### src/hdl/sem_pkg.sv
// Shared types, constants and helpers for the Sobel edge magnitude block.
package sem_pkg;

    // Frame size limits and register format
    localparam int MAX_WIDTH   = 4096;
    localparam int MAX_HEIGHT  = 4096;
    localparam int MIN_SIZE    = 3;
    localparam int CFG_W       = 13;
    localparam int POS_W       = 12;
    localparam int PIX_W       = 8;
    localparam int ADDR_W      = $clog2(MAX_WIDTH);

    // Configuration register indexes
    localparam logic REG_IMAGE_WIDTH  = 1'b0;
    localparam logic REG_IMAGE_HEIGHT = 1'b1;

    // Queue between front and back
    localparam int QUEUE_DEPTH = 4;
    localparam int QPTR_W      = $clog2(QUEUE_DEPTH);
    localparam int QCNT_W      = $clog2(QUEUE_DEPTH + 1);

    // Gradient widths: each weighted sum fits 10 bits, the difference 11 signed
    localparam int SUM_W  = PIX_W + 2;
    localparam int GRAD_W = SUM_W + 1;
    localparam int MAG_W  = SUM_W + 1;
    localparam int MAG_MAX = 255;

    typedef struct packed {
        logic [PIX_W-1:0] pixel;
        logic             frame_start;
    } t_pixel_in;

    typedef struct packed {
        logic [PIX_W-1:0] magnitude;
        logic [POS_W-1:0] out_row;
        logic [POS_W-1:0] out_col;
        logic             frame_last;
    } t_edge_out;

    // One full 3x3 window with the centre position, index row*3 + col
    typedef struct packed {
        logic [8:0][PIX_W-1:0] pix;
        logic [POS_W-1:0]      out_row;
        logic [POS_W-1:0]      out_col;
        logic                  frame_last;
    } t_win_item;

    typedef struct packed {
        logic              empty;
        logic [QCNT_W-1:0] count;
    } t_q_status;

    // Clamp a size register into the range in use
    function automatic logic [CFG_W-1:0] clamp_size(input logic [CFG_W-1:0] v,
                                                    input logic [CFG_W-1:0] maxv);
        logic [CFG_W-1:0] res;
        if (v < CFG_W'(MIN_SIZE)) begin
            res = CFG_W'(MIN_SIZE);
        end else if (v > maxv) begin
            res = maxv;
        end else begin
            res = v;
        end
        return res;
    endfunction

endpackage

### src/hdl/sem_queue.sv
// Short queue of full windows between front and back.
module sem_queue (
    input  logic               i_clk,
    input  logic               i_rst_n,
    input  logic               i_push,
    input  sem_pkg::t_win_item i_data,
    input  logic               i_pop,
    output sem_pkg::t_win_item o_data,
    output sem_pkg::t_q_status o_status
);

    sem_pkg::t_win_item         r_mem [sem_pkg::QUEUE_DEPTH];
    logic [sem_pkg::QPTR_W-1:0] r_wptr;
    logic [sem_pkg::QPTR_W-1:0] r_rptr;
    logic [sem_pkg::QCNT_W-1:0] r_count;

    // Store on push
    always_ff @(posedge i_clk) begin
        if (i_push) begin
            r_mem[r_wptr] <= i_data;
        end
    end

    // Advance pointers and occupancy
    always_ff @(posedge i_clk) begin
        if (!i_rst_n) begin
            r_wptr  <= '0;
            r_rptr  <= '0;
            r_count <= '0;
        end else begin
            if (i_push) begin
                r_wptr <= r_wptr + sem_pkg::QPTR_W'(1);
            end
            if (i_pop) begin
                r_rptr <= r_rptr + sem_pkg::QPTR_W'(1);
            end
            if (i_push && !i_pop) begin
                r_count <= r_count + sem_pkg::QCNT_W'(1);
            end else if (!i_push && i_pop) begin
                r_count <= r_count - sem_pkg::QCNT_W'(1);
            end
        end
    end

    assign o_data         = r_mem[r_rptr];
    assign o_status.count = r_count;
    assign o_status.empty = (r_count == '0);

endmodule

### config.mk
export PLATFORM = sky130hd
export DESIGN_NAME = sem_queue
export DESIGN_NICKNAME = d
export VERILOG_FILES = /design/src/hdl/sem_pkg.sv /design/src/hdl/sem_queue.sv
export SDC_FILE = /design/constraint.sdc
export NUM_CORES = 1
export LEC_CHECK = 0
export BUFFER_PORTS_ARGS = -buffer_cell sky130_fd_sc_hd__buf_2
export CAP_MARGIN = 20
export CORE_MARGIN = 2
export CORE_UTILIZATION = 60
export CTS_CLUSTER_SIZE = 16
export DETAILED_ROUTE_END_ITERATION = 8
export PLACE_DENSITY = 0.84
export SLEW_MARGIN = 30
export SYNTH_ARGS = -nofsm -noshare
export SYNTH_HDL_FRONTEND = slang
export SYNTH_SLANG_ARGS = --single-unit
### constraint.sdc
create_clock -name i_clk -period 9.2 [get_ports i_clk]
set_input_delay 2.3 -clock i_clk [delete_from_list [all_inputs] [get_ports i_clk]]
set_output_delay 2.3 -clock i_clk [all_outputs]
set_load 0.02 [all_outputs]
### Word-level counts from Yosys, hierarchy flattened

Memory sizes are Yosys's and may differ from the RTL's. A register that Yosys moved wholly into a read port is not among the register bits.
Cells that the tools add are included.

* $add $sub $neg: 4
* multiply operators: 0
* div/mod/pow operators: 0
* order comparisons: 0
* equal/unequal tests: 0
* shift operators: 0
* mux-type cells: 6
* bitwise operators: 0
* reduce and logical (&&, ||, !) cells: 6

Operators with widths (count)
* 2-to-1 mux 3 bit: 2
* adder 2 x 1 -> 2 bit (second input constant): 2
* 2-to-1 mux 2 bit: 2
* adder 3 x 1 -> 3 bit (second input constant): 1
* logical NOT 3 bit: 1
* subtractor 3 x 1 -> 3 bit (second input constant): 1
* logical AND 1 bit: 2
* logical NOT 1 bit: 2
* 2-to-1 mux 1 bit: 2
* nonzero test 2 bit: 1

* flip-flop bits (word level): 7
* latch bits: 0
* RAM bits: 388
* memory bits (read-only): 0
* output and inout port bits: 101
* logic and storage cells: 20
* memories: 1

Memories
* r_mem: depth 4, width 97, rd ports 1, clocked after Yosys merged registers in 1, write ports 1, RTL line sem_queue.sv:12 `sem_pkg::t_win_item r_mem [sem_pkg::QUEUE_DEPTH];`

### Logic depth before layout (Yosys ltp)

* depth in word-level cells: 4
* mapped depth: 7
* gate-level depth less buffers: 7

### Worst setup path before layout

No wires, ideal clock.

* path kind: input -> register
* start: input port i_push
* end: memory r_mem[0][0] in the netlist's numbering (enable)
* library setup time: 0.466 ns
* arrival: 4.542 ns
* data required time: 8.734 ns
* path slack: 4.192 ns
* stages: 1
* buffers on the path: 0
* path through: and2_1

* word-level cells in the longest chain between the ends: 2

RTL lines
* start, declared: RTL line sem_queue.sv:5 `input logic i_push,`
* 2-to-1 mux 1 bit: RTL line sem_queue.sv:19 `if (i_push) begin`
* 2-to-1 mux 1 bit (implied by the code): RTL line sem_queue.sv:20 `r_mem[r_wptr] <= i_data;`
* end, declared: RTL line sem_queue.sv:12

Every way passes these cells.

==> impl_results.md <==
- Most frequent cells in the layout: edfxtp_1, buf_2, mux4_2
- Port bufs: 201
- Synth Register Bits: 397
- Slew HR: 42.25%
- Yosys warns: 0
- Detailed Place HPWL: 15.51 mm
- Filler instances: 1346
- First-pass GRT wire length: 41.12 mm
- Crit. End Element: output port
- Hold-fix buffers, CTS: 0
- R2r startpoint: r_wptr[0]$_SDFFE_PN0P_
- Slew @ Worst Pin: 0.8662 ns
- Total GRT Usage: 21.60%
- Crit path kind: flip-flop to output port
- Bufs and invs on worst path: 2
- R2R Setup Slk: 7.01 ns
- Slowest CP cell: buf_4
- Clk root buf: clkbuf_16
- GP Congestion: 0.7213
- Cell area after synthesis: 14420 sq um
- WHS Endpoint: r_count[2]$_SDFFE_PN0P_
- Routed len/inst: 23.87 um
- Hold Path Class: flip-flop to flip-flop
- Initial Util: 61.26%
- Clock buffer depth: 3
- Hold path cells: 2
- Critical R2R Capture: r_mem[2][30]$_DFFE_PP_
- Clk_lat worst skew: 0.51 ns
- DR iter-0 viols: 563
- Max_cap viols: 0
- Crit path time final: 5.070 ns
- Setup bufs post-CTS: 0
- # setup viols final: 0
- Sequential element share of the synthesized area: 82.03%
- Leak: 0.005714 uW
- HP Start: r_count[2]$_SDFFE_PN0P_
- Mean Syn Cell Area: 26.27 sq um
- Fin crit share: 55.11%
- Initial antenna violation count: 6
- TritonRoute pass-1 iters: 5
- Core area: 23540 sq um
- Die H: 159.0 um
- Clk_skew: 0.01753 ns
- Vias in the first global route: 7071
- Synth Instances: 549
- Final Util: 72.04%
- Syn nets: 656
- Vias per cell: 5.810
- RSZ-0062 raised after global routing: no
- Most common cell after layout, fill and taps aside: edfxtp_1
- Final Power: 3994 uW
- DR DRC count: 0
- TritonCTS Buffers: 39
- Ports: 202
- Worst Path Arrival: 2.77 ns
- Post-route antenna net violation count: 0
- CTS tree: done
- Worst-path cell chain: buf_4, mux4_2, buf_2
- Clk slew on worst S/H paths: 0.06 ns
- Delay-heaviest family, CP: buffers and inverters
- CTS resizes: 0
- WP data required: 6.90 ns
- Max incr delay on CP: 0.72 ns
- Status: completed
- Max FO, Critical Path: 38
- Via count: 6548
- DRT Wirelength: 26.90 mm
- Peak VDD IR: 0.1902 mV
- Die Wd: 159.0 um
- WHS: 0.5309 ns
- PwrDens: 235.5 nW/um^2
- Endpoints failing hold: 0
- Yosys cell types: 20
- Setup TNS: 0 ns
- Area Overhead vs Synth: 17.59%
- Share of cells above drive strength 1: 44.46%
- DIE AREA: 25290 sq um
- Fin. max-slew vios: 0
- Largest net degree at the start of global routing: 75
- Rows: 56
- Worst R2R Path Depth: 4
- Peak Freq: 197.2 MHz
- Sink Count: 397
- # H-tree levels: 2
- Fin nets: 883
- Grt ovf: 0
- CP Launch Type: flip-flop
==> cell usage after synthesis (all sizes together) <==
cell type	n	area [sq um]
o21ai	1	5.000
and2	9	56.30
edfxtp	388	11650
fa	1	20.02
mux2i	2	20.02
a21boi	1	7.510
xnor2	2	17.52
nor3	1	5.000
buf	16	126.4
clkbuf	6	22.52
dfxtp	9	180.2
nand2	1	3.750
inv	4	15.01
xor2	3	26.28
mux4	97	2185
nor2b	2	12.51
or3	1	6.260
ha	5	62.56
==> final cells by class <==
cell class,count,area [sq um],area share (%)
multi-input cells,126,2437,14.37
flip-flops and latches,397,11840,69.80
repair buffers,208,1074,6.330
clock inverters,20,131.4,0.7746
inverters,4,15.01,0.08853
clock buffers,48,1052,6.204
well taps,319,399.1,2.353
diodes,5,12.51,0.07377
==> how the worst max path moves through the flow <==
| stage | to | slack, ns | depth (start not counted) |
|---|---|---|---|
| after detailed placement | o_data[9] | 4.62 | 3 |
| final | o_data[9] | 4.13 | 3 |
| after floorplan | r_mem[0][0]$_DFFE_PP_ | 4.19 | 1 |
| after global placement | o_data[9] | 4.63 | 3 |
| after global routing | o_data[8] | 3.93 | 3 |
| after CTS | o_data[9] | 4.02 | 3 |
==> where the power goes <==
part / switching, uW / internal (uW)
sequential: 35.3 / 2080
clock: 599 / 862
combinational: 250 / 169
==> per-layer routing <==
metal,up-vias,part of all wire [%],global-route usage [%]
li1,2827,-,-
met5,-,0.11,0
met3,41,8.4,5.705
met1,3381,38,28.46
met2,295,52,36.68
met4,4,1.9,5.496
==> flip-flops by register name (all words and copies together) (netlist names), named ones only <==
signal,count
r_rptr,2
r_count,3
r_mem,388
r_wptr,2
==> kinds of logic (layout without fill, tap and decap cells) <==
group | count (synthesis) | count (layout) | synth area share, %
XOR/XNOR | 5 | 5 | 0.3037
flip-flops | 397 | 397 | 82.03
adder cells (fa/ha/maj) | 6 | 6 | 0.5726
other | 0 | 5 | 0
multiplexers | 99 | 99 | 15.29
buffers and inverters | 26 | 280 | 1.136
AND/OR/NAND/NOR | 14 | 14 | 0.5812
AO/OA/AOI/OAI | 2 | 2 | 0.08674
==> stage by stage <==
step / cell area, sq um / setup WS [ns] / instances
CTS: 16940 / 4.022 / 1122
global placement: 15750 / 4.633 / 1054
finish: 16960 / 4.130 / 1127
detailed placement: 15750 / 4.620 / 1054
global route: 16950 / 3.927 / 1123
floorplan: 14420 / 4.192 / 549
==> worst min-delay path: cells and delay by family, from the launching register on <==
kind               cells  cell delay (ns)
AOI/OAI and AO/OA      2             0.15
DFF                    1             0.33
(Power assumes the default switching activity.)
