$ cat src/hdl/sem_pkg.sv
// Shared types, constants and helpers for the Sobel edge magnitude block.
package sem_pkg;

    // Frame size limits and register format
    localparam int MAX_WIDTH   = 4096;
    localparam int MAX_HEIGHT  = 4096;
    localparam int MIN_SIZE    = 3;
    localparam int CFG_W       = 13;
    localparam int POS_W       = 12;
    localparam int PIX_W       = 8;
    localparam int ADDR_W      = $clog2(MAX_WIDTH);

    // Configuration register indexes
    localparam logic REG_IMAGE_WIDTH  = 1'b0;
    localparam logic REG_IMAGE_HEIGHT = 1'b1;

    // Queue between front and back
    localparam int QUEUE_DEPTH = 4;
    localparam int QPTR_W      = $clog2(QUEUE_DEPTH);
    localparam int QCNT_W      = $clog2(QUEUE_DEPTH + 1);

    // Gradient widths: each weighted sum fits 10 bits, the difference 11 signed
    localparam int SUM_W  = PIX_W + 2;
    localparam int GRAD_W = SUM_W + 1;
    localparam int MAG_W  = SUM_W + 1;
    localparam int MAG_MAX = 255;

    typedef struct packed {
        logic [PIX_W-1:0] pixel;
        logic             frame_start;
    } t_pixel_in;

    typedef struct packed {
        logic [PIX_W-1:0] magnitude;
        logic [POS_W-1:0] out_row;
        logic [POS_W-1:0] out_col;
        logic             frame_last;
    } t_edge_out;

    // One full 3x3 window with the centre position, index row*3 + col
    typedef struct packed {
        logic [8:0][PIX_W-1:0] pix;
        logic [POS_W-1:0]      out_row;
        logic [POS_W-1:0]      out_col;
        logic                  frame_last;
    } t_win_item;

    typedef struct packed {
        logic              empty;
        logic [QCNT_W-1:0] count;
    } t_q_status;

    // Clamp a size register into the range in use
    function automatic logic [CFG_W-1:0] clamp_size(input logic [CFG_W-1:0] v,
                                                    input logic [CFG_W-1:0] maxv);
        logic [CFG_W-1:0] res;
        if (v < CFG_W'(MIN_SIZE)) begin
            res = CFG_W'(MIN_SIZE);
        end else if (v > maxv) begin
            res = maxv;
        end else begin
            res = v;
        end
        return res;
    endfunction

endpackage

$ cat src/hdl/sem_back.sv
// Back end: Sobel gradients, L1 magnitude with saturation, output register.
module sem_back (
    input  logic               i_clk,
    input  logic               i_rst_n,
    input  sem_pkg::t_q_status i_q_status,
    input  sem_pkg::t_win_item i_q_data,
    output logic               o_pop,
    output logic               o_valid,
    output sem_pkg::t_edge_out o_data,
    input  logic               i_stall
);

    logic out_ready;
    logic b1_ready;

    logic [sem_pkg::SUM_W-1:0]         sum_r;
    logic [sem_pkg::SUM_W-1:0]         sum_l;
    logic [sem_pkg::SUM_W-1:0]         sum_b;
    logic [sem_pkg::SUM_W-1:0]         sum_t;

    logic                              r_b1_valid;
    logic signed [sem_pkg::GRAD_W-1:0] r_gx;
    logic signed [sem_pkg::GRAD_W-1:0] r_gy;
    logic [sem_pkg::POS_W-1:0]         r_b1_row;
    logic [sem_pkg::POS_W-1:0]         r_b1_col;
    logic                              r_b1_last;

    logic [sem_pkg::SUM_W-1:0]         abs_gx;
    logic [sem_pkg::SUM_W-1:0]         abs_gy;
    logic [sem_pkg::MAG_W-1:0]         mag;
    logic [sem_pkg::PIX_W-1:0]         mag_sat;

    logic                              r_out_valid;
    sem_pkg::t_edge_out                r_out;

    assign out_ready = !r_out_valid || !i_stall;
    assign b1_ready  = !r_b1_valid || out_ready;
    assign o_pop     = !i_q_status.empty && b1_ready;

    // Weighted column and row sums of the window
    assign sum_r = sem_pkg::SUM_W'(i_q_data.pix[2]) + {1'b0, i_q_data.pix[5], 1'b0}
                 + sem_pkg::SUM_W'(i_q_data.pix[8]);
    assign sum_l = sem_pkg::SUM_W'(i_q_data.pix[0]) + {1'b0, i_q_data.pix[3], 1'b0}
                 + sem_pkg::SUM_W'(i_q_data.pix[6]);
    assign sum_b = sem_pkg::SUM_W'(i_q_data.pix[6]) + {1'b0, i_q_data.pix[7], 1'b0}
                 + sem_pkg::SUM_W'(i_q_data.pix[8]);
    assign sum_t = sem_pkg::SUM_W'(i_q_data.pix[0]) + {1'b0, i_q_data.pix[1], 1'b0}
                 + sem_pkg::SUM_W'(i_q_data.pix[2]);

    // Gradient stage
    always_ff @(posedge i_clk) begin
        if (!i_rst_n) begin
            r_b1_valid <= 1'b0;
        end else if (b1_ready) begin
            r_b1_valid <= o_pop;
        end
    end

    always_ff @(posedge i_clk) begin
        if (o_pop) begin
            r_gx      <= $signed({1'b0, sum_r}) - $signed({1'b0, sum_l});
            r_gy      <= $signed({1'b0, sum_b}) - $signed({1'b0, sum_t});
            r_b1_row  <= i_q_data.out_row;
            r_b1_col  <= i_q_data.out_col;
            r_b1_last <= i_q_data.frame_last;
        end
    end

    // Absolute values, sum and clip to a byte
    assign abs_gx  = r_gx[sem_pkg::GRAD_W-1] ? sem_pkg::SUM_W'(-r_gx) : sem_pkg::SUM_W'(r_gx);
    assign abs_gy  = r_gy[sem_pkg::GRAD_W-1] ? sem_pkg::SUM_W'(-r_gy) : sem_pkg::SUM_W'(r_gy);
    assign mag     = sem_pkg::MAG_W'(abs_gx) + sem_pkg::MAG_W'(abs_gy);
    assign mag_sat = (mag > sem_pkg::MAG_W'(sem_pkg::MAG_MAX))
                   ? sem_pkg::PIX_W'(sem_pkg::MAG_MAX) : mag[sem_pkg::PIX_W-1:0];

    // Output register, held while the consumer stalls
    always_ff @(posedge i_clk) begin
        if (!i_rst_n) begin
            r_out_valid <= 1'b0;
        end else if (out_ready) begin
            r_out_valid <= r_b1_valid;
        end
    end

    always_ff @(posedge i_clk) begin
        if (out_ready && r_b1_valid) begin
            r_out.magnitude  <= mag_sat;
            r_out.out_row    <= r_b1_row;
            r_out.out_col    <= r_b1_col;
            r_out.frame_last <= r_b1_last;
        end
    end

    assign o_valid = r_out_valid;
    assign o_data  = r_out;

endmodule

$ cat config.mk
export PLATFORM = sky130hd
export DESIGN_NAME = sem_back
export DESIGN_NICKNAME = d
export VERILOG_FILES = /design/src/hdl/sem_pkg.sv /design/src/hdl/sem_back.sv
export SDC_FILE = /design/constraint.sdc
export NUM_CORES = 1
export LEC_CHECK = 0
export BUFFER_PORTS_ARGS = -buffer_cell sky130_fd_sc_hd__buf_4
export CAP_MARGIN = 20
export CORE_MARGIN = 10
export CORE_UTILIZATION = 49
export CTS_CLUSTER_DIAMETER = 60
export DETAILED_ROUTE_END_ITERATION = 16
export GPL_TIMING_DRIVEN = 0
export PLACE_DENSITY_LB_ADDON = 0.3
export SYNTH_ARGS = -nofsm -noshare
export SYNTH_HDL_FRONTEND = slang
export SYNTH_SLANG_ARGS = --single-unit
export TNS_END_PERCENT = 30
$ cat constraint.sdc
create_clock -name i_clk -period 3.9 [get_ports i_clk]
set_input_delay 0.78 -clock i_clk [delete_from_list [all_inputs] [get_ports i_clk]]
set_output_delay 0.78 -clock i_clk [all_outputs]
set_load 0.05 [all_outputs]
Yosys cells after proc, flatten, opt, wreduce, memory -nomap -nowiden
Index checks and enable logic that the tools add are counted.
{ "word_totals": {"inputBits": 104, "out_inout_bits": 35, "regBits": 82} }
{ "classes": {"n_lt_le_gt_ge": 1, "n_addsub": 13, "mux": 2, "n_reduce_logical": 8} }
{ "op_table": {"columns": ["operator", "n"], "rows": [
  ["$add 10x8->10", 4],
  ["$add 8x9->10", 4],
  ["$sub 10x10->11", 2],
  ["$mux 10", 2],
  ["$neg 10->10", 2],
  ["$add 10x10->11", 1],
  ["$gt 11x8->1 const B", 1],
  ["$logic_not 1->1", 4],
  ["$logic_and 1x1->1", 2],
  ["$logic_or 1x1->1", 2]
]} }

Depth between registers and ports, before layout
Gate-level depths: netlist of run 1.
{ "logic_depth": {"word_depth": 4, "depth_mapped": 13} }

Least setup slack after synthesis of run 1
Ideal clock, no wire load.
{ "synth_path": {"path_type": "input -> output", "start": "input port i_stall", "end": "output port o_pop", "stages": 1, "required_time_ns": 3.120, "arrival_ns": 3.915, "n_path_buf": 0, "slack_ns": -0.795, "path_cell_list": "a31oi_1"} }
{ "synth_between": {"elab_chain_cells": 4} }
{ "synth_rtl": {"columns": ["item", "line_no", "source"], "rows": [
  ["start: declaration", "sem_back.sv:10", "input logic i_stall"],
  ["$logic_not 1->1", "sem_back.sv:36", "assign out_ready = !r_out_valid || !i_stall;"],
  ["$logic_or 1x1->1", "sem_back.sv:36", null],
  ["$logic_or 1x1->1", "sem_back.sv:37", "assign b1_ready = !r_b1_valid || out_ready;"],
  ["$logic_and 1x1->1", "sem_back.sv:38", "assign o_pop = !i_q_status.empty && b1_ready;"],
  ["end: declaration", "sem_back.sv:7", "output logic o_pop,"]
]} }
Every way passes these cells.

Final worst setup path of run 1
{ "layout_path": {"start": "input port i_q_data[27] (netlist name)", "end": "register r_gx[8] (netlist name), data pin"} }
{ "layout_between": {"elab_chain_cells": 3} }
{ "layout_rtl": {"columns": ["item", "line_no", "source"], "rows": [
  ["start: declaration", "sem_back.sv:6", "input sem_pkg::t_win_item i_q_data,"],
  ["$add 8x9->10", "sem_back.sv:43", "assign sum_l = sem_pkg::SUM_W'(i_q_data.pix[0]) + {1'b0, i_q_data.pix[3], 1'b0}"],
  ["$add 10x8->10", "sem_back.sv:44", "+ sem_pkg::SUM_W'(i_q_data.pix[6]);"],
  ["$sub 10x10->11", "sem_back.sv:61", "r_gx <= $signed({1'b0, sum_r}) - $signed({1'b0, sum_l});"],
  ["end signal: assignment", "sem_back.sv:61", null],
  ["end: declaration", "sem_back.sv:22", "logic signed [sem_pkg::GRAD_W-1:0] r_gx;"]
]} }
Every way passes these cells.
A chain may end at the register's enable or synchronous reset.

==> results of run 1 <==
==> cell usage in the layout, fill, tap and decap left out, drive strengths merged, types with 3 or more instances in the layout <==
master,instances
xnor2,28
ha,36
a211oi,3
a21o,3
o21a,5
buf,129
fa,63
or3,5
nor2,15
a31oi,3
a21oi,10
clkbuf,12
o31ai,5
o21ai,16
nand2b,8
nand2,19
nand3,4
nor2b,6
xor2,6
edfxtp,80
inv,111
==> sequential cells by signal (all words and copies together), names as in the netlist <==
| signal | cells |
|---|---|
| r_b1_col | 12 |
| o_valid | 1 |
| r_b1_valid | 1 |
| r_gy | 11 |
| r_gx | 11 |
| r_b1_row | 12 |
| r_b1_last | 1 |
| o_data | 33 |
==> cells by family (layout without fill, tap and decap cells) <==
kind of cell / count (synthesis) / count (layout) / share of synthesized area (%)
DFF: 82 / 82 / 43.8
xor gates and xnor gates: 34 / 34 / 5.34
buffers and inverters: 109 / 254 / 7.34
adders and majority gates: 99 / 99 / 30.7
AOI/OAI and AO/OA: 57 / 57 / 7.23
and+or+nand+nor: 63 / 63 / 5.57
==> per-layer routing <==
metal,global-route usage (%),share of wire [%],up-vias
met1,14.1,37,1714
met2,25.6,57,78
met3,2.71,4.3,10
li1,-,-,1733
met5,0,0,-
met4,3.88,1.1,0
==> per-stage QoR <==
| step | cells | hold slack [ns] | power [mW] | setup slack (ns) |
|---|---|---|---|---|
| after floorplan | 444 | 0.400 | 3.56 | -0.0743 |
| after global placement | 711 | 0.400 | 4.08 | -0.849 |
| after detailed placement | 713 | 0.405 | 4.17 | -0.364 |
| after CTS | 729 | 0.420 | 5.08 | 0.0602 |
| after global routing | 729 | 0.424 | 5.52 | -0.0312 |
| final | 729 | 0.419 | 5.07 | 0.0695 |
==> Yosys cell counts, drive strengths merged <==
cell type,n,share of area [%]
clkbuf,2,0.13
or3b,1,0.16
ha,36,8.1
o41ai,2,0.31
or2,1,0.11
o31ai,5,0.67
inv,107,7.2
nand2,19,1.3
o2111ai,1,0.47
nor4,1,0.11
fa,63,23
xnor2,28,4.4
nor3,2,0.18
a211oi,3,0.40
a2111oi,1,0.16
a21boi,2,0.27
nand3,4,0.36
o21ai,16,1.6
xor2,6,0.94
a21oi,10,0.90
a21o,3,0.40
o21a,5,0.67
or3,5,0.58
nor2,15,1.0
o221ai,1,0.16
edfxtp,80,43
o41a,2,0.40
o31a,1,0.16
or4,1,0.20
o21bai,2,0.27
nor2b,6,0.67
dfxtp,2,0.72
a31oi,3,0.34
nand2b,8,0.90
==> what timing repair did <==
| action | CTS | global route |
|---|---|---|
| gates resized for setup | 0 | 2 |
| pin swaps | 1 | 0 |
| endpoints found under the setup margin | 1 | 4 |
| hold buffers | 0 | 0 |
==> how the worst min path moves through the flow <==
stage / startpoint / to / slack [ns]
2_1_floorplan: r_b1_last$_DFFE_PP_ / o_data[0]$_DFFE_PP_ / 0.40
3_3_place_gp: r_b1_row[7]$_DFFE_PP_ / o_data[20]$_DFFE_PP_ / 0.40
3_5_place_dp: r_b1_row[0]$_DFFE_PP_ / o_data[13]$_DFFE_PP_ / 0.40
4_1_cts: r_b1_row[0]$_DFFE_PP_ / o_data[13]$_DFFE_PP_ / 0.42
5_1_grt: r_b1_col[4]$_DFFE_PP_ / o_data[5]$_DFFE_PP_ / 0.42
6_report: r_b1_row[11]$_DFFE_PP_ / o_data[24]$_DFFE_PP_ / 0.42
==> layout make-up <==
cell class / count / area (sq um) / area share (%)
Clock buffer: 10 / 239 / 3.36
Sequential cell: 82 / 2440 / 34.4
Inverter: 107 / 402 / 5.65
Clock inverter: 6 / 81.3 / 1.14
Timing Repair Buffer: 129 / 1000 / 14.1
Multi-Input combinational cell: 253 / 2760 / 38.8
Tap cell: 140 / 175 / 2.46
Buffer: 2 / 7.51 / 0.106
==> power by group through the flow <==
stage | clock [mW] | sequential (mW) | combinational [mW]
after detailed placement | 0 | 1.39 | 2.78
after CTS | 0.898 | 1.37 | 2.81
after global placement | 0 | 1.38 | 2.70
after global routing | 0.938 | 1.39 | 3.20
final | 0.887 | 1.37 | 2.81
after floorplan | 0 | 1.47 | 2.09
==> critical path, delay by kind of cell <==
| family | cells | cell delay, ns |
|---|---|---|
| simple gates | 1 | 0.08 |
| xor+xnor | 1 | 0.15 |
| fa+ha+maj | 4 | 1.89 |
| compound gates | 3 | 0.74 |
| buf+inv | 4 | 0.27 |
==> impl_metrics.ini, run 1 <==
[power_and_ir_drop]
p_leak_nw = 3.18
pwr-share-comb_pct = 55.5
power-per-cell-area_nw_per_um2 = 713
cell_internal_pwr_mw = 3.07
power.switching_mw = 2.00
sw_frac_of_total_pct = 39.5
p_seq_share_pct = 27.0
vdd_drop_max_uv = 467
power_frac_clock_pct = 17.5

[logic_synthesis]
syn_area_per_cell_sq_um = 12.6
syn-num-nets = 647
yosysSeqAreaShare_pct = 43.8
yosysUniqueCellTypes = 37
netlist_area_sq_um = 5570
syn-instance-count = 444
ys_ff_latch = 82
yosysWarnings = 0

[cells_and_area]
utilization_pct = 64.7
final_net_count = 787
area_delta_synth_final_pct = 27.5
drive_gt1_share_pct = 26.0
fin_area_sq_um = 7110
fill_cells = 816
diodes = 0

[worst_hold_path]
whs_path_depth = 0
worst_hold_path_type = register to register

[global_route]
grt_overflow_total = 0
grt_max_degree = 31
grt_pass1_vias = 3902
grt_pass1_wl_um = 17600
grt_usage_pct = 13.3
antenna_found_initial = 0

[drt]
ant_nets = 0
wl_per_cell_um = 14.9
drt_iter0_markers = 129
first_pass_iters = 4
vias_per_cell = 4.85
vias = 3535
drt-total-wl_um = 10900
drc = 0

[critical_path]
cp-start-kind = input pin
max_stage_delay_ns = 0.56
cp_data_arrival_time_ns = 3.91
worstPathCellList = buf_4 -> inv_1 -> fa_1 -> inv_1 -> fa_1 -> fa_1 -> inv_1 -> ha_1 -> a21oi_1 -> nor2b_1 -> o31a_1 -> o41a_1 -> xor2_1
ff2ff_path_depth = 10
path_max_fanout = 2
rrSetupSlack_ns = 0.62
crit_type = input pin to register
end_kind = register
cp_slowest_cell = fa_1
worstSetupStartpoint = i_q_data[27]
r2r-end = o_data[30]$_SDFFCE_PN1P_
r2r_start = r_gx[0]$_DFFE_PP_
critPathRequiredTime_ns = 3.98
crit_end = r_gx[8]$_DFFE_PP_

[clocking]
clock_path_buffers = 2
post-cts-setup-buffers = 0
worstSkewPairLatency_ns = 0.33
cts_buffers = 9
clk_pin_slew_ns = 0.06
cts_tree = done
htree_levels = 3
cts_sinks = 82
cts_root_buf = clkbuf_16

[floorplanning]
start_util_pct = 50.8
rows = 38
coreArea_sq_um = 11000
ios = 139
die_area_sq_um = 16000
die_y_um = 127
fp.dieW_um = 127

[timing]
tightest_slew_ns = 0.692
fin_worst_skew_ns = 0.00752
min_period_over_period_pct = 98.2
rsz0062_at_grt = yes
max_freq_mhz = 261
hold_viol = 0
period_minus_slack_ns = 3.83
slew_headroom_pct = 53.9
slew_violations = 0
setup_viol = 0
setup_tns_ns = 0

[outcome]
status = finished, final reports clean

[placed_design]
dp_hpwl_um = 9160
placed_cell_area_sq_um = 6780
gp_congestion = 0.842
numPortBuffers = 127

[job]
cap_violations = 0
Power figures use the tool's default switching activity.
==> run 2, diff against run 1 <==
- CORE_MARGIN: 10 -> 5
- clock period: 3.9 -> 3.5 ns (I/O delays scaled with it)
==> impl_metrics.ini, run 2 (synthesis results as in run 1) <==
[outcome]
status = finished with violations
violations = negative setup slack

[global_route]
grt_pass1_wl_um = 17300
grt_pass1_vias = 3871
grt_overflow_total = 0
antenna_found_initial = 0
grt_max_degree = 28
grt_usage_pct = 16.2

[placed_design]
dp_hpwl_um = 8730
numPortBuffers = 127
gp_congestion = 0.802
place_ws_ns = -0.645

[timing]
setup_tns_ns = -0.217
hold_viol = 0
fin_worst_skew_ns = 0.00815
slew_headroom_pct = 43.5
period_minus_slack_ns = 3.64
fin_ws_ns = -0.140
setup_viol = 3
rsz0062_at_grt = yes
max_freq_mhz = 275
min_period_over_period_pct = 104
slew_violations = 0
whs_ns = 0.418
tightest_slew_ns = 0.848

[drt]
vias = 3631
first_pass_iters = 5
drt-total-wl_um = 10600
wl_per_cell_um = 14.4
drt_iter0_markers = 163
drc = 0
vias_per_cell = 4.92
ant_nets = 0

[cells_and_area]
final_common_cell = buf_4
layout.area.seq_sq_um = 2440
area_delta_synth_final_pct = 30.3
largest_reg_flops = 33
drive_gt1_share_pct = 31.1
diodes = 0
final_cell_mix = 131 x buf_4, 99 x inv_1, 80 x edfxtp_1, 60 x fa_1, 30 x ha_1
multi_input_area_sq_um = 2870
fill_cells = 855
final_net_count = 793

[power_and_ir_drop]
power-per-cell-area_nw_per_um2 = 807
p_leak_nw = 3.20
vdd_drop_max_uv = 427

[floorplanning]
fp.dieW_um = 117
rows = 39
coreArea_sq_um = 11300
ios = 139
die_y_um = 117
die_area_sq_um = 13600
start_util_pct = 49.5

[critical_path]
cp-start-kind = input pin
crit_type = input pin to register
path_max_fanout = 2
critPathRequiredTime_ns = 3.58
rrSetupSlack_ns = 0.27
cp_data_arrival_time_ns = 3.72
end_kind = register

[clocking]
clock_path_buffers = 2
cts_root_buf = clkbuf_16
cts_hold_buf = 0
clk_pin_slew_ns = 0.05
cts_tree = done
htree_levels = 3
worstSkewPairLatency_ns = 0.33
cts_sinks = 82
cts_buffers = 9

[worst_hold_path]
worst_hold_path_type = register to register

[job]
cap_violations = 0
==> run 2: final cells by class <==
class / count / area share [%]
repair buffers: 135 / 14.7
multi-input cells: 253 / 39.6
clock buffers: 10 / 3.15
inverters: 107 / 5.53
well taps: 143 / 2.46
plain buffers: 2 / 0.103
flip-flops and latches: 82 / 33.6
clock inverters: 6 / 0.896
==> run 2: power breakdown <==
part           total, mW  switching, mW  internal (mW)
Combinational       3.42           1.83           1.59
Clock              0.912          0.359          0.553
Sequential          1.52          0.116           1.41
Total               5.86           2.30           3.56
==> run 2: path summary, 6_finish.rpt <==
kind,from,end,cells after the start
worst min-delay path,r_b1_col[8]$_DFFE_PP_,o_data[9]$_DFFE_PP_,0
worst max register to register,r_gx[0]$_DFFE_PP_,o_data[30]$_SDFFCE_PN1P_,10
worst min register to register,r_b1_col[8]$_DFFE_PP_,o_data[9]$_DFFE_PP_,0
worst max-delay path,i_q_data[75],r_gx[8]$_DFFE_PP_,13
==> run 2: what timing repair did <==
action,CTS,global route
gates resized for setup,11,25
buffers inserted,2,4
pin swaps,5,15
endpoints found under the setup margin,8,11
==> run 2: critical path, stage by stage <==
cell	delay, ns
buf_8	0.08
inv_2	0.03
fa_1	0.52
inv_1	0.05
fa_1	0.48
fa_1	0.53
inv_1	0.06
ha_1	0.30
a21oi_2	0.12
nor2b_1	0.06
o31a_1	0.28
o41a_1	0.36
xor2_1	0.15
==> run 2: per-layer routing <==
| metal | global-route usage [%] | share of wire (%) | up-vias | wire [um] |
|---|---|---|---|---|
| li1 | - | - | 1749 | - |
| met1 | 19.5 | 38 | 1747 | 4080 |
| met2 | 28.7 | 53 | 119 | 5600 |
| met3 | 3.01 | 6.9 | 16 | 730 |
| met4 | 6.42 | 2.2 | 0 | 233 |
| met5 | 0 | 0 | - | 0 |
==> run 2: per-stage QoR <==
step                      power, mW  util [%]  cells  area [sq um]
final                          5.86      64.4    738          7260
after global routing           6.36      64.4    738          7260
after CTS                      5.68      63.3    734          7140
after detailed placement       4.65      60.2    716          6790
after global placement         4.53      59.6    714          6710
after floorplan                3.97         -    444          5580
==> run 3, diff against run 2 <==
- ABC_AREA: default -> 1
- CELL_PAD_IN_SITES_DETAIL_PLACEMENT: default -> 1
- CELL_PAD_IN_SITES_GLOBAL_PLACEMENT: default -> 1
- CORE_UTILIZATION: 49 -> 38
==> impl_metrics.ini, run 3 <==
[placed_design]
placed_cell_area_sq_um = 7080
place_ws_ns = -0.478
numPortBuffers = 127
dp.cells = 849
dp_hpwl_um = 10700
gp_congestion = 0.814

[global_route]
grt_overflow_total = 0
grt_usage_pct = 14.9
antenna_found_initial = 0
grt_pass1_vias = 4553
grt_pass1_wl_um = 21400
grt_max_degree = 41

[timing]
whs_ns = 0.420
rsz0062_at_grt = yes
max_freq_mhz = 291
fin_worst_skew_ns = 0.00885
slew_violations = 0
setup_tns_ns = 0
tightest_slew_ns = 0.901
fin_ws_ns = 0.0587
min_period_over_period_pct = 98.3
hold_viol = 0
setup_viol = 0
slew_headroom_pct = 39.8
period_minus_slack_ns = 3.44

[floorplanning]
die_y_um = 134
rows = 45
ios = 139
fp.dieW_um = 134
die_area_sq_um = 17900
coreArea_sq_um = 15100
start_util_pct = 38.5

[critical_path]
cp_slowest_cell = fa_1
cp_data_arrival_time_ns = 3.53
ff2ff_path_depth = 16
max_stage_delay_ns = 0.57
r2r_start = r_gy[0]$_DFFE_PP_
critPathRequiredTime_ns = 3.59
path_max_fanout = 3
worstPathCellList = buf_4 -> inv_1 -> fa_1 -> inv_1 -> fa_1 -> fa_2 -> fa_2 -> o21ai_4 -> nand2_1 -> nand2_1 -> nand2_1 -> nand2_1 -> xor2_1
critPathTopFamily = adder cells
worst-path-buf-inv = 3
end_kind = register
crit_type = input pin to register
r2r-end = o_data[31]$_SDFFCE_PN1P_
cp-start-kind = input pin
cpMostUsedCell = nand2_1
rrSetupSlack_ns = 0.58

[clocking]
clk_pin_slew_ns = 0.06
cts_hold_buf = 0
cts_buffers = 9
post-cts-setup-buffers = 0
clock_path_buffers = 2
cts_sinks = 82
worstSkewPairLatency_ns = 0.34
cts_tree = done
htree_levels = 3
cts_root_buf = clkbuf_16

[cells_and_area]
utilization_pct = 49.3
final_common_cell = inv_1
final_cell_mix = 139 x inv_1, 127 x buf_4, 80 x edfxtp_1, 73 x nand2_1, 59 x fa_1
area_delta_synth_final_pct = 28.2
layout.cells.non_filler = 865
final_net_count = 875
largest_reg_flops = 33
fin_area_sq_um = 7470
diodes = 0
drive_gt1_share_pct = 26.1

[drt]
vias = 3956
wl_per_cell_um = 14.8
drc = 0
vias_per_cell = 4.57
drt_iter0_markers = 90
drt-total-wl_um = 12800
ant_nets = 0
first_pass_iters = 4

[logic_synthesis]
ys_async_sr_fraction_pct = 0
synthTopCellsByArea = edfxtp_1 41%, fa_1 22%, inv_1 9.0%
syn_area_per_cell_sq_um = 10.9
yosysWarnings = 0
synth-edff-count = 80
yosysUniqueCellTypes = 35
netlist_area_sq_um = 5820
syn-num-nets = 736
netlist_top_cells_count = 140 x inv_1, 80 x edfxtp_1, 75 x nand2_1
ys.flop_type = edfxtp_1
synth.most_common_cell = inv_1
yosysTopAreaCell = edfxtp_1
syn-instance-count = 533
ys_ff_latch = 82
yosysSeqAreaShare_pct = 41.9
synth_top_area_share_pct = 41.2

[power_and_ir_drop]
p_leak_nw = 3.53
power_mw = 6.65
power-per-cell-area_nw_per_um2 = 891
vdd_drop_max_uv = 384

[worst_hold_path]
whs_path_depth = 0
hold_path_end = o_data[4]$_DFFE_PP_
hold_start = r_b1_col[3]$_DFFE_PP_
worst_hold_path_type = register to register

[outcome]
status = finished, final reports clean

[job]
cap_violations = 0
## run 3: cell families (layout without fill, tap and decap cells)
logic type / count (synthesis) / after routing / share of synthesized area, %
buf+inv: 143 / 287 / 9.24
flops: 82 / 82 / 41.9
fa+ha+maj: 99 / 99 / 29.4
compound gates: 39 / 39 / 3.97
simple gates: 139 / 139 / 10.8
xor+xnor: 31 / 31 / 4.66
## run 3: worst max-delay path by stage
| stage | from | to | slack (ns) | cells past startpoint |
|---|---|---|---|---|
| after global placement | i_q_data[29] | r_gx[7]$_DFFE_PP_ | -0.39 | 15 |
| after CTS | i_q_data[27] | r_gx[7]$_DFFE_PP_ | 0.02 | 13 |
| after detailed placement | i_q_data[29] | r_gx[7]$_DFFE_PP_ | -0.48 | 15 |
| after floorplan | i_q_data[29] | r_gy[9]$_DFFE_PP_ | -0.06 | 12 |
| after global routing | i_q_data[27] | r_gx[6]$_DFFE_PP_ | -0.04 | 14 |
| final | i_q_data[27] | r_gx[7]$_DFFE_PP_ | 0.06 | 13 |
## run 3: per-layer routing
layer	wire length, um	share of wire [%]	GRT usage (%)	vias to the layer above
li1	-	-	-	1955
met1	4880	38	16.2	1914
met2	7370	57	29.2	73
met3	417	3.2	3.41	14
met4	175	1.4	3.37	0
met5	0	0	0	-
## run 3: what timing repair did
item | in CTS | in global routing
resized for setup | 3 | 15
pin swaps | 1 | 7
endpoints found under the setup margin | 2 | 9
## run 3: layout make-up
class / count / area [sq um]
Fill cell: 1651 / 7680
Multi-Input combinational cell: 308 / 2980
Sequential cell: 82 / 2440
Timing Repair Buffer: 128 / 973
Inverter: 141 / 529
Tap cell: 188 / 235
Clock buffer: 9 / 225
Clock inverter: 7 / 70.1
Buffer: 2 / 8.76
## run 3: power by group
part / switching, mW / internal (mW) / total, mW / leakage [nW]
registers: 0.0901 / 1.44 / 1.53 / 0.777
logic: 2.55 / 1.65 / 4.20 / 2.61
clock network: 0.424 / 0.502 / 0.926 / 0.142
total: 3.06 / 3.59 / 6.65 / 3.53
